===== src/rtl/wildcard_star_regex_matcher_unit_macros.svh =====
// Assertion macros shared by the wildcard star matcher RTL.
`ifndef WILDCARD_STAR_REGEX_MATCHER_UNIT_MACROS_SVH
`define WILDCARD_STAR_REGEX_MATCHER_UNIT_MACROS_SVH

// Checks that the consequent holds in the same cycle as the antecedent.
`define WSRM_ASSERT_NOW(lbl, ante, cons, msg) \
  lbl: assert property (@(posedge clk_i) disable iff (!rst_ni) (ante) |-> (cons)) \
    else $error(msg);

// Checks that the consequent holds in the cycle after the antecedent.
`define WSRM_ASSERT_NEXT(lbl, ante, cons, msg) \
  lbl: assert property (@(posedge clk_i) disable iff (!rst_ni) (ante) |=> (cons)) \
    else $error(msg);

`endif


===== src/rtl/wsrm_pkg.sv =====
// Types and constants shared by the wildcard star matcher modules.
package wsrm_pkg;

  typedef logic [7:0] sym_t;

  localparam sym_t WildcardByte = 8'd46;

  typedef enum logic [1:0] {
    ModeLoad = 2'd0,
    ModeChar = 2'd1,
    ModeEnd  = 2'd2
  } mode_e;

  typedef struct packed {
    logic [1:0] mode;
    sym_t       symbol;
    logic       is_star;
    logic       first_token;
  } in_item_t;

  typedef struct packed {
    logic matched;
    logic overflow;
  } out_item_t;

  typedef struct packed {
    logic load;
    logic first_token;
    sym_t symbol;
    logic is_star;
  } load_cmd_t;

endpackage


===== src/rtl/wsrm_token_store.sv =====
// Pattern token registers with fill mask and overflow flag.
module wsrm_token_store #(
  parameter int unsigned MAX_TOKENS = 32
) (
  input  logic                                clk_i,
  input  logic                                rst_ni,
  input  wsrm_pkg::load_cmd_t                 load_i,
  output wsrm_pkg::sym_t [MAX_TOKENS-1:0]     symbols_o,
  output logic [MAX_TOKENS-1:0]               starred_o,
  output logic [MAX_TOKENS-1:0]               valid_o,
  output logic                                overflow_o
);
  import wsrm_pkg::*;

  sym_t [MAX_TOKENS-1:0] symbols_q;
  logic [MAX_TOKENS-1:0] starred_q;
  logic [MAX_TOKENS-1:0] valid_q, valid_d;
  logic [MAX_TOKENS-1:0] base_valid, grown_valid, wr_sel;
  logic [MAX_TOKENS:0]   grown_ext;
  logic                  full;
  logic                  overflow_q, overflow_d;

  always_comb begin
    base_valid  = load_i.first_token ? '0 : valid_q;
    grown_ext   = {base_valid, 1'b1};
    grown_valid = grown_ext[MAX_TOKENS-1:0];
    full        = base_valid[MAX_TOKENS-1];
    wr_sel      = grown_valid & ~base_valid;
    valid_d     = valid_q;
    overflow_d  = overflow_q;
    if (load_i.load) begin
      valid_d    = grown_valid;
      overflow_d = (load_i.first_token ? 1'b0 : overflow_q) | full;
    end
  end

  always_ff @(posedge clk_i or negedge rst_ni) begin
    if (!rst_ni) begin
      valid_q    <= '0;
      overflow_q <= 1'b0;
    end else begin
      valid_q    <= valid_d;
      overflow_q <= overflow_d;
    end
  end

  always_ff @(posedge clk_i) begin
    for (int unsigned i = 0; i < MAX_TOKENS; i++) begin
      if (load_i.load && wr_sel[i]) begin
        symbols_q[i] <= load_i.symbol;
        starred_q[i] <= load_i.is_star;
      end
    end
  end

  assign symbols_o  = symbols_q;
  assign starred_o  = starred_q;
  assign valid_o    = valid_q;
  assign overflow_o = overflow_q;

endmodule


===== src/rtl/wsrm_nfa_step.sv =====
// Closure over starred tokens and one-character advance of the active set.
module wsrm_nfa_step #(
  parameter int unsigned MAX_TOKENS = 32
) (
  input  logic [MAX_TOKENS:0]             active_i,
  input  wsrm_pkg::sym_t [MAX_TOKENS-1:0] symbols_i,
  input  logic [MAX_TOKENS-1:0]           starred_i,
  input  logic [MAX_TOKENS-1:0]           valid_i,
  input  wsrm_pkg::sym_t                  symbol_i,
  output logic [MAX_TOKENS:0]             next_o,
  output logic                            end_hit_o
);
  import wsrm_pkg::*;

  logic [MAX_TOKENS:0]   star_ext, gen, sum, carry, closed, end_sel;
  logic [MAX_TOKENS-1:0] hit;

  // A set position at a starred token spreads upwards through the run of
  // starred tokens, which is exactly a carry chain, so one adder closes it.
  always_comb begin
    star_ext = {1'b0, starred_i & valid_i};
    gen      = active_i & star_ext;
    sum      = gen + star_ext;
    carry    = sum ^ gen ^ star_ext;
    closed   = active_i | carry;
    for (int unsigned i = 0; i < MAX_TOKENS; i++) begin
      hit[i] = valid_i[i] & closed[i] &
               ((symbols_i[i] == WildcardByte) || (symbols_i[i] == symbol_i));
    end
    next_o    = {1'b0, hit & starred_i} | {hit & ~starred_i, 1'b0};
    end_sel   = {valid_i, 1'b1} & ~{1'b0, valid_i};
    end_hit_o = |(closed & end_sel);
  end

endmodule


===== src/rtl/wildcard_star_regex_matcher_unit.sv =====
// Top level of the wildcard star full-string pattern matcher.
//
// Usage: items arrive on the in channel (in_valid_i, in_stall_o, in_item_i).
// A load item appends one pattern token, and first_token starts a new pattern.
// A character item advances the set of active pattern positions by one byte.
// An end item yields one result item on the out channel (out_valid_o,
// out_stall_i, out_item_o) and restarts the subject against the same pattern.
// Each item is taken into an input register and processed from there by
// one adder-based closure and per-token compares, so one item is accepted in
// every cycle while no end item waits. The result of an end item is registered
// as it proceeds. Patterns beyond MAX_TOKENS tokens set overflow, and every
// result then reports no match until a new pattern is started.
// Reset clears the pattern and the overflow flag and activates position zero.
// While the receiver stalls, the result holds; character and load items keep
// flowing, and an end item waits in the input register, stalling the sender.
`include "wildcard_star_regex_matcher_unit_macros.svh"

module wildcard_star_regex_matcher_unit #(
  parameter int unsigned MAX_TOKENS = 32
) (
  input  logic                clk_i,
  input  logic                rst_ni,
  input  logic                in_valid_i,
  output logic                in_stall_o,
  input  wsrm_pkg::in_item_t  in_item_i,
  output logic                out_valid_o,
  input  logic                out_stall_i,
  output wsrm_pkg::out_item_t out_item_o
);
  import wsrm_pkg::*;

  logic                  in_valid_q, in_valid_d;
  in_item_t              in_item_q;
  logic                  accept, proceed, is_end, out_free;
  logic [MAX_TOKENS:0]   active_q, active_d, nfa_next, pos_allowed;
  logic                  end_hit;
  load_cmd_t             load_cmd;
  sym_t [MAX_TOKENS-1:0] tok_symbols;
  logic [MAX_TOKENS-1:0] tok_starred, tok_valid;
  logic                  tok_overflow;
  logic                  out_valid_q, out_valid_d;
  out_item_t             out_item_q, out_item_d;

  assign is_end     = (in_item_q.mode == ModeEnd);
  assign out_free   = !out_valid_q || !out_stall_i;
  assign proceed    = in_valid_q && (!is_end || out_free);
  assign in_stall_o = in_valid_q && !proceed;
  assign accept     = in_valid_i && !in_stall_o;

  assign load_cmd.load        = proceed && (in_item_q.mode == ModeLoad);
  assign load_cmd.first_token = in_item_q.first_token;
  assign load_cmd.symbol      = in_item_q.symbol;
  assign load_cmd.is_star     = in_item_q.is_star;

  wsrm_token_store #(
    .MAX_TOKENS(MAX_TOKENS)
  ) u_token_store (
    .clk_i      (clk_i),
    .rst_ni     (rst_ni),
    .load_i     (load_cmd),
    .symbols_o  (tok_symbols),
    .starred_o  (tok_starred),
    .valid_o    (tok_valid),
    .overflow_o (tok_overflow)
  );

  wsrm_nfa_step #(
    .MAX_TOKENS(MAX_TOKENS)
  ) u_nfa_step (
    .active_i  (active_q),
    .symbols_i (tok_symbols),
    .starred_i (tok_starred),
    .valid_i   (tok_valid),
    .symbol_i  (in_item_q.symbol),
    .next_o    (nfa_next),
    .end_hit_o (end_hit)
  );

  always_comb begin
    in_valid_d  = in_valid_q;
    active_d    = active_q;
    out_valid_d = out_valid_q;
    out_item_d  = out_item_q;
    if (proceed) begin
      in_valid_d = 1'b0;
    end
    if (accept) begin
      in_valid_d = 1'b1;
    end
    if (!out_stall_i) begin
      out_valid_d = 1'b0;
    end
    if (proceed) begin
      unique case (in_item_q.mode)
        ModeLoad: begin
          active_d = (MAX_TOKENS + 1)'(1);
        end
        ModeChar: begin
          active_d = nfa_next;
        end
        ModeEnd: begin
          active_d            = (MAX_TOKENS + 1)'(1);
          out_valid_d         = 1'b1;
          out_item_d.matched  = end_hit && !tok_overflow;
          out_item_d.overflow = tok_overflow;
        end
        default: begin
          active_d = active_q;
        end
      endcase
    end
  end

  always_ff @(posedge clk_i or negedge rst_ni) begin
    if (!rst_ni) begin
      in_valid_q  <= 1'b0;
      active_q    <= (MAX_TOKENS + 1)'(1);
      out_valid_q <= 1'b0;
    end else begin
      in_valid_q  <= in_valid_d;
      active_q    <= active_d;
      out_valid_q <= out_valid_d;
    end
  end

  always_ff @(posedge clk_i) begin
    if (accept) begin
      in_item_q <= in_item_i;
    end
    out_item_q <= out_item_d;
  end

  assign out_valid_o = out_valid_q;
  assign out_item_o  = out_item_q;

  assign pos_allowed = {tok_valid, 1'b1};

  `WSRM_ASSERT_NOW(a_active_in_range, 1'b1, (active_q & ~pos_allowed) == '0,
    "Active position lies beyond the stored pattern.")
  `WSRM_ASSERT_NEXT(a_end_gives_result, proceed && is_end, out_valid_q,
    "End item proceeded without raising a result.")
  `WSRM_ASSERT_NOW(a_overflow_no_match, out_valid_q && out_item_q.overflow,
    !out_item_q.matched, "Result reports a match despite overflow.")
  `WSRM_ASSERT_NEXT(a_held_item_kept, in_valid_q && !proceed, in_valid_q,
    "Waiting item left the input register without being processed.")

endmodule

===== config.mk =====
export PLATFORM = sky130hd
export DESIGN_NAME = wildcard_star_regex_matcher_unit
export DESIGN_NICKNAME = d
export VERILOG_FILES = /design/src/rtl/wsrm_pkg.sv /design/src/rtl/wsrm_token_store.sv /design/src/rtl/wsrm_nfa_step.sv /design/src/rtl/wildcard_star_regex_matcher_unit.sv
export VERILOG_INCLUDE_DIRS = /design/src /design/src/rtl
export SDC_FILE = /design/constraint.sdc
export NUM_CORES = 1
export LEC_CHECK = 0
export BUFFER_PORTS_ARGS = -buffer_cell sky130_fd_sc_hd__buf_4
export CORE_MARGIN = 4
export CORE_UTILIZATION = 30
export CTS_BUF_LIST = sky130_fd_sc_hd__clkbuf_2 sky130_fd_sc_hd__clkbuf_4 sky130_fd_sc_hd__clkbuf_8
export CTS_CLUSTER_SIZE = 40
export DETAILED_ROUTE_END_ITERATION = 8
export PLACE_DENSITY_LB_ADDON = 0.08
export SYNTH_ARGS = -nofsm -noshare
export SYNTH_HDL_FRONTEND = slang
export SYNTH_SLANG_ARGS = --single-unit

===== constraint.sdc =====
create_clock -name clk_i -period 8.5 [get_ports clk_i]
set_clock_uncertainty 0.1 [all_clocks]
set_input_delay 0.425 -clock clk_i [delete_from_list [all_inputs] [get_ports clk_i]]
set_output_delay 0.425 -clock clk_i [all_outputs]
set_load 0.05 [all_outputs]

After elaboration in Yosys (flattened, before gate mapping)
Index checks and enable logic that the tools add are counted.
{ "word_totals": {"reg_bits": 370, "latch_bits": 0, "mem_bits_rw": 0, "mem_bits_ro": 0, "input_bits": 16, "out_inout_bits": 4, "wordCells": 313, "n_memories": 0} }
{ "op_classes": {"add_sub_neg": 1, "multipliers": 0, "div": 0, "magnitude_cmp": 0, "eq_ne": 66, "shifts": 0, "muxes": 8, "n_bitwise": 79, "n_reduce_logical": 84} }
{ "op_table": {"columns": ["cell", "count"], "rows": [
  ["$eq 8x6->1 const B", 32],
  ["$eq 8x8->1", 32],
  ["$and 32x32->32", 4],
  ["$and 33x33->33", 2],
  ["$pmux 33 s2", 1],
  ["$and 1x1->1", 64],
  ["$not 32->32", 2],
  ["$logic_and 1x1->1", 37],
  ["$logic_or 1x1->1", 34],
  ["$add 33x32->33", 1],
  ["$and 33x32->33", 1],
  ["$not 32->33", 1],
  ["$or 32x33->33", 1],
  ["$or 33x33->33", 1],
  ["$reduce_or 33->1", 1],
  ["$xor 33x32->33", 1],
  ["$xor 33x33->33", 1],
  ["$mux 32", 1],
  ["$logic_not 1->1", 6],
  ["$mux 1", 6],
  ["$reduce_and 2->1", 2],
  ["$reduce_bool 2->1", 2],
  ["$eq 2x1->1 const B", 1],
  ["$eq 2x2->1 const B", 1],
  ["other kinds (3)", 3]
]} }

Longest topological paths before layout
{ "logic_depth": {"word_depth": 11, "ltp_mapped": 12, "depth_no_buf": 12} }

By module
From an unflattened synthesis, not the netlist that was laid out.
{ "unflattened": {"cells_unflattened": 1502, "area_unflattened_um2": 18566.6} }
{ "modules_own_cells": {"columns": ["mod", "n_inst", "cells_each", "area_per_inst_um2", "seq_area_each_um2"], "rows": [
  ["wsrm_token_store", 1, 434, 10348.7, 9474.1],
  ["wsrm_nfa_step", 1, 964, 6472.5, 0.0],
  ["wildcard_star_regex_matcher_unit", 1, 104, 1745.4, 1297.5]
]} }

Least setup slack after synthesis
No wires, ideal clock.
{ "synth_path": {"path_type": "register to register", "start": "reg u_token_store.valid_q[0] (netlist: u_token_store.valid_o[0])", "end": "reg out_item_q (netlist bit out_item_o[1]) (data pin)", "setup_time_ns": 0.275, "arrival_ns": 2.757, "required_time_ns": 8.125, "path_slack_ns": 5.369, "stages_incl_launch_ff": 13, "period_less_slack_ns": 3.131, "cell_sequence": "dfrtp_1 buf_2 and3_1 ha_1 nor3_2 a211oi_2 a211o_1 nor3b_1 or4_4 a2111oi_4 nand4_1 nor4_1 a41oi_1"} }
{ "synth_via": {"elab_chain_cells": 9} }
{ "synth_lines": {"columns": ["element", "line", "source"], "rows": [
  ["from (decl)", "wsrm_token_store.sv:17", "logic [MAX_TOKENS-1:0] valid_q, valid_d;"],
  ["from (signal assigned)", "wsrm_token_store.sv:42", "valid_q <= valid_d;"],
  ["$and 32x32->32", "wsrm_nfa_step.sv:21", "star_ext = {1'b0, starred_i & valid_i};"],
  ["$and 33x32->33", "wsrm_nfa_step.sv:22", "gen = active_i & star_ext;"],
  ["$add 33x32->33", "wsrm_nfa_step.sv:23", "sum = gen + star_ext;"],
  ["$xor 33x33->33", "wsrm_nfa_step.sv:24", "carry = sum ^ gen ^ star_ext;"],
  ["$xor 33x32->33", "wsrm_nfa_step.sv:24", null],
  ["$or 33x33->33", "wsrm_nfa_step.sv:25", "closed = active_i | carry;"],
  ["$and 33x33->33 *", "wsrm_nfa_step.sv:32", "end_hit_o = |(closed & end_sel);"],
  ["$reduce_or 33->1 *", "wsrm_nfa_step.sv:32", null],
  ["$logic_and 1x1->1 *", "wildcard_star_regex_matcher_unit.sv:104", "out_item_d.matched = end_hit && !tok_overflow;"],
  ["to (signal assigned)", "wildcard_star_regex_matcher_unit.sv:130", "out_item_q <= out_item_d;"],
  ["to (decl)", "wildcard_star_regex_matcher_unit.sv:42", "out_item_t out_item_q, out_item_d;"]
]} }
Mark *: on every way between the ends. The rest lies on a longest branch, timed or not.
A chain may end at the register's enable or synchronous reset.

Worst setup path in the final report
{ "layout_path": {"start": "reg u_token_store.valid_q[1] (netlist: u_token_store.valid_o[1])", "end": "reg out_item_q (netlist bit out_item_o[1]) (data pin)"} }
The elaborated chain is that of the path after synthesis.

==> results.md <==
- GRT Util Overall: 15.7%
- Row count: 90
- Drc violations: 0
- Kind of start point of the critical path: flip-flop
- Number of DRC markers in iteration 0: 818
- Syn nets: 1576
- Pwr dens: 188 mW/mm^2
- H-tree levels: 3
- Gate Count Post-Synth: 1559
- Clk Latency, worst-skew pair: 0.65 ns
- IO buf count: 19
- CORE AREA: 0.0606 mm^2
- Sequential fraction of the synthesis area: 58.5%
- Worst slew pin tran: 1.28 ns
- Multi-input gate area: 0.00722 mm^2
- CTS root buf: clkbuf_8
- Initial core utilization: 30.4%
- Final Setup Violations: 0
- Period utilisation layout: 43.2%
- Reg clk slew, reported paths: 0.06 ns
- Status: complete, no violations
- Antenna Cells: 0
- CP Max Fanout: 7
- Total CTS buffers: 71
- Worst IR Drop VDD: 0.113 mV
- Number of vias in the routed layout: 12800
- P_leak: 6.56 nW
- CP Class: flip-flop to flip-flop
- Area grow syn2layout: 14.2%
- Pre-antenna DRT Iters: 5
- Clock sink count: 370
- Post-synth ARST share: 18.4%
- CTS resizes: 0
- Synth cell types: 86
- Yosys reg bits: 370
- I/O pin count: 20
- Max Slew Vio Count: 0
- GPL Wtd Cong: 0.861
- Post-synth top flop: edfxtp_1
- Hold/Removal Path Class: input pin to flip-flop
- Final setup TNS: 0 ns
- Data arrival, critical path: 3.93 ns
- Number of synthesized flops with an enable pin: 302
- Vias per inst: 5.22
- Worst path max stage delay: 0.56 ns
- Number of fillers in the final layout: 6028
- Global-route wire length before repair: 80300 um
- RSZ-0062 raised after global routing: false
- Final hold violations: 0
- WL/cell: 21.2 um
- Max-Cap Viols: 0
- Register Area: 0.0108 mm^2
- DIE WIDTH: 256 um
- Crit-path slowest cell: or4_4
- Final min period: 3.67 ns
- Crit end category: flip-flop
- Vias in the first global route: 13200
- Initial antenna violation count: 1
- Slew headroom: 13.9%
- Layout cells sized above 1: 11.8%
- Req. time, crit path: 8.76 ns
- Netlist Area Pre-Place: 0.0184 mm^2
- Largest net degree at the start of global routing: 69
- Residual overflow from global routing: 0
- Final nets: 1636
- Yosys warnings: 0
- CTS tree: done
- Total die area: 0.0654 mm^2
- DP HPWL: 35200 um
- Post-Route WL: 52100 um
- F_max: 272 MHz
- Deepest clock path buffer count: 3
- Syn avg cell area: 11.8 um^2
- Critical-path cell list: inv_1, nor3_1, ha_1, nor3_2, a211oi_2, a211o_1, nor3b_1, or4_4, a2111oi_4, nand4_1, nor4_1, a41oi_1
- Chip Height: 256 um
- Tot Pwr: 3.96 mW
- Final antenna-violating net count: 0
flip-flops by register name, summed over array words and instances, names as in the netlist:
register and count:
out_valid_o 1, out_item_o 2, in_item_q 12, u_token_store.starred_o 32, active_q 33, u_token_store.overflow_o 1
u_token_store.valid_o 32, in_valid_q 1, u_token_store.symbols_o 256
final timing paths:
path,start,end,slack [ns],depth (start not counted)
worst max-delay path,u_token_store.valid_o[1]$_DFFE_PN0P_,out_item_o[1]$_DFFE_PP_,4.83,12
worst min-delay path,in_item_i[6],in_item_q[6]$_DFFE_PP_,0.40,2
max in group asynchronous,rst_ni,u_token_store.valid_o[20]$_DFFE_PN0P_,7.15,2
worst min register to register,u_token_store.overflow_o$_DFFE_PN0P_,out_item_o[0]$_DFFE_PP_,0.41,0
worst max register to register,u_token_store.valid_o[1]$_DFFE_PN0P_,out_item_o[1]$_DFFE_PP_,4.83,12
min in group asynchronous,rst_ni,active_q[4]$_DFFE_PN0P_,0.48,2
repair_timing:
action,in CTS,in global routing
setup buffers,0,0
hold endpoints to repair,81,0
hold buffers,15,0
endpoints found under the setup margin,0,0
synth_stat cells (all sizes together), types with 4 or more instances:
| library cell | count | share of area [%] |
|---|---|---|
| inv | 36 | 0.73 |
| o2111ai | 5 | 0.24 |
| nand3 | 22 | 0.60 |
| nor3b | 11 | 0.45 |
| nand4 | 87 | 3.0 |
| nor2 | 64 | 1.3 |
| dfrtp | 67 | 9.1 |
| a32oi | 6 | 0.29 |
| xor2 | 57 | 2.7 |
| o21ai | 87 | 2.4 |
| a21o | 4 | 0.16 |
| buf | 29 | 0.64 |
| or4 | 4 | 0.18 |
| and3 | 17 | 0.58 |
| a211oi | 8 | 0.35 |
| a31oi | 28 | 0.95 |
| nand4b | 9 | 0.43 |
| a22oi | 5 | 0.20 |
| o22ai | 11 | 0.37 |
| or2 | 9 | 0.31 |
| edfxtp | 302 | 49 |
| xnor2 | 200 | 9.5 |
| a31o | 7 | 0.33 |
| nand2b | 20 | 0.68 |
| nor2b | 38 | 1.3 |
| nor4b | 27 | 1.3 |
| clkbuf | 47 | 0.96 |
| a21oi | 41 | 1.1 |
| o32ai | 6 | 0.29 |
| o211ai | 7 | 0.29 |
| o31ai | 12 | 0.49 |
| nor3 | 26 | 0.73 |
| nor4 | 33 | 1.1 |
| nand2 | 123 | 2.5 |
| o311ai | 8 | 0.38 |
| o21a | 4 | 0.16 |
| and3b | 4 | 0.19 |
| nand3b | 18 | 0.75 |
| a41oi | 5 | 0.24 |
| a22o | 10 | 0.48 |
logic make-up (layout without fill, tap and decap cells):
logic type / Yosys count / count (layout) / synth area share (%)
and+or+nand+nor: 530 / 530 / 16.3
adders and majority gates: 1 / 1 / 0.0680
DFF: 370 / 370 / 58.5
xor gates and xnor gates: 257 / 257 / 12.2
buffers and inverters: 112 / 228 / 2.33
AOI/OAI and AO/OA: 289 / 289 / 10.6
per-layer routing:
layer  GRT usage (%)  vias up  share of wire, %
met3            2.49       81               4.0
met5               0        -                 0
met2            25.0      300                46
li1                -     6026                 -
met1            21.8     6428                48
met4            5.73        0               2.5
worst max-delay path: cells and delay by family, from the launching register on:
family          cells  cell delay (ns)
compound gates      4             0.94
fa+ha+maj           1             0.21
buf+inv             1             0.16
flops               1             0.45
simple gates        6             1.51
layout by cell type, fill, tap and decap left out, types with 7 or more instances in the layout:
master / count
edfxtp_1: 302
xnor2_1: 200
nand2_1: 122
nand4_1: 87
o21ai_0: 85
clkbuf_8: 72
dfrtp_1: 67
nor2_1: 63
xor2_1: 57
buf_4: 48
a21oi_1: 41
nor2b_1: 38
inv_1: 36
nor4_1: 33
clkbuf_4: 31
a31oi_1: 28
nor4b_1: 27
nor3_1: 25
nand3_1: 22
nand2b_1: 20
nand3b_1: 17
and3_1: 16
dlygate4sd3_1: 15
o31ai_1: 12
clkinv_1: 12
o22ai_1: 11
a22o_1: 9
nand4b_1: 9
or2_2: 8
nor3b_1: 8
o211ai_1: 7
a31o_2: 7
a211oi_1: 7
power by group:
group	switching [mW]	internal [mW]
clock	0.768	0.989
combinational	0.136	0.0700
sequential	0.0135	1.98
per-stage QoR:
stage | util [%] | area, um^2 | cells | hold WS, ns | worst slack [ns]
4_1_cts | 34.7 | 21000 | 2457 | 0.307 | 4.82
5_1_grt | 34.7 | 21000 | 2457 | 0.367 | 4.66
3_5_place_dp | 32.1 | 19500 | 2313 | 0.390 | 4.86
2_1_floorplan | - | 18400 | 1559 | 0.0294 | 5.37
6_report | 34.7 | 21000 | 2457 | 0.398 | 4.83
3_3_place_gp | 32.1 | 19500 | 2313 | 0.386 | 4.92
final cells by class:
cell class,instances,share of cell area (%)
Clock buffer,103,5.82
Clock inverter,26,0.893
Inverter,36,0.643
Multi-Input combinational cell,1077,34.3
Sequential cell,370,51.2
Tap cell,782,4.65
Timing Repair Buffer,63,2.43
No activity file was read; power rests on OpenSTA's default activity.
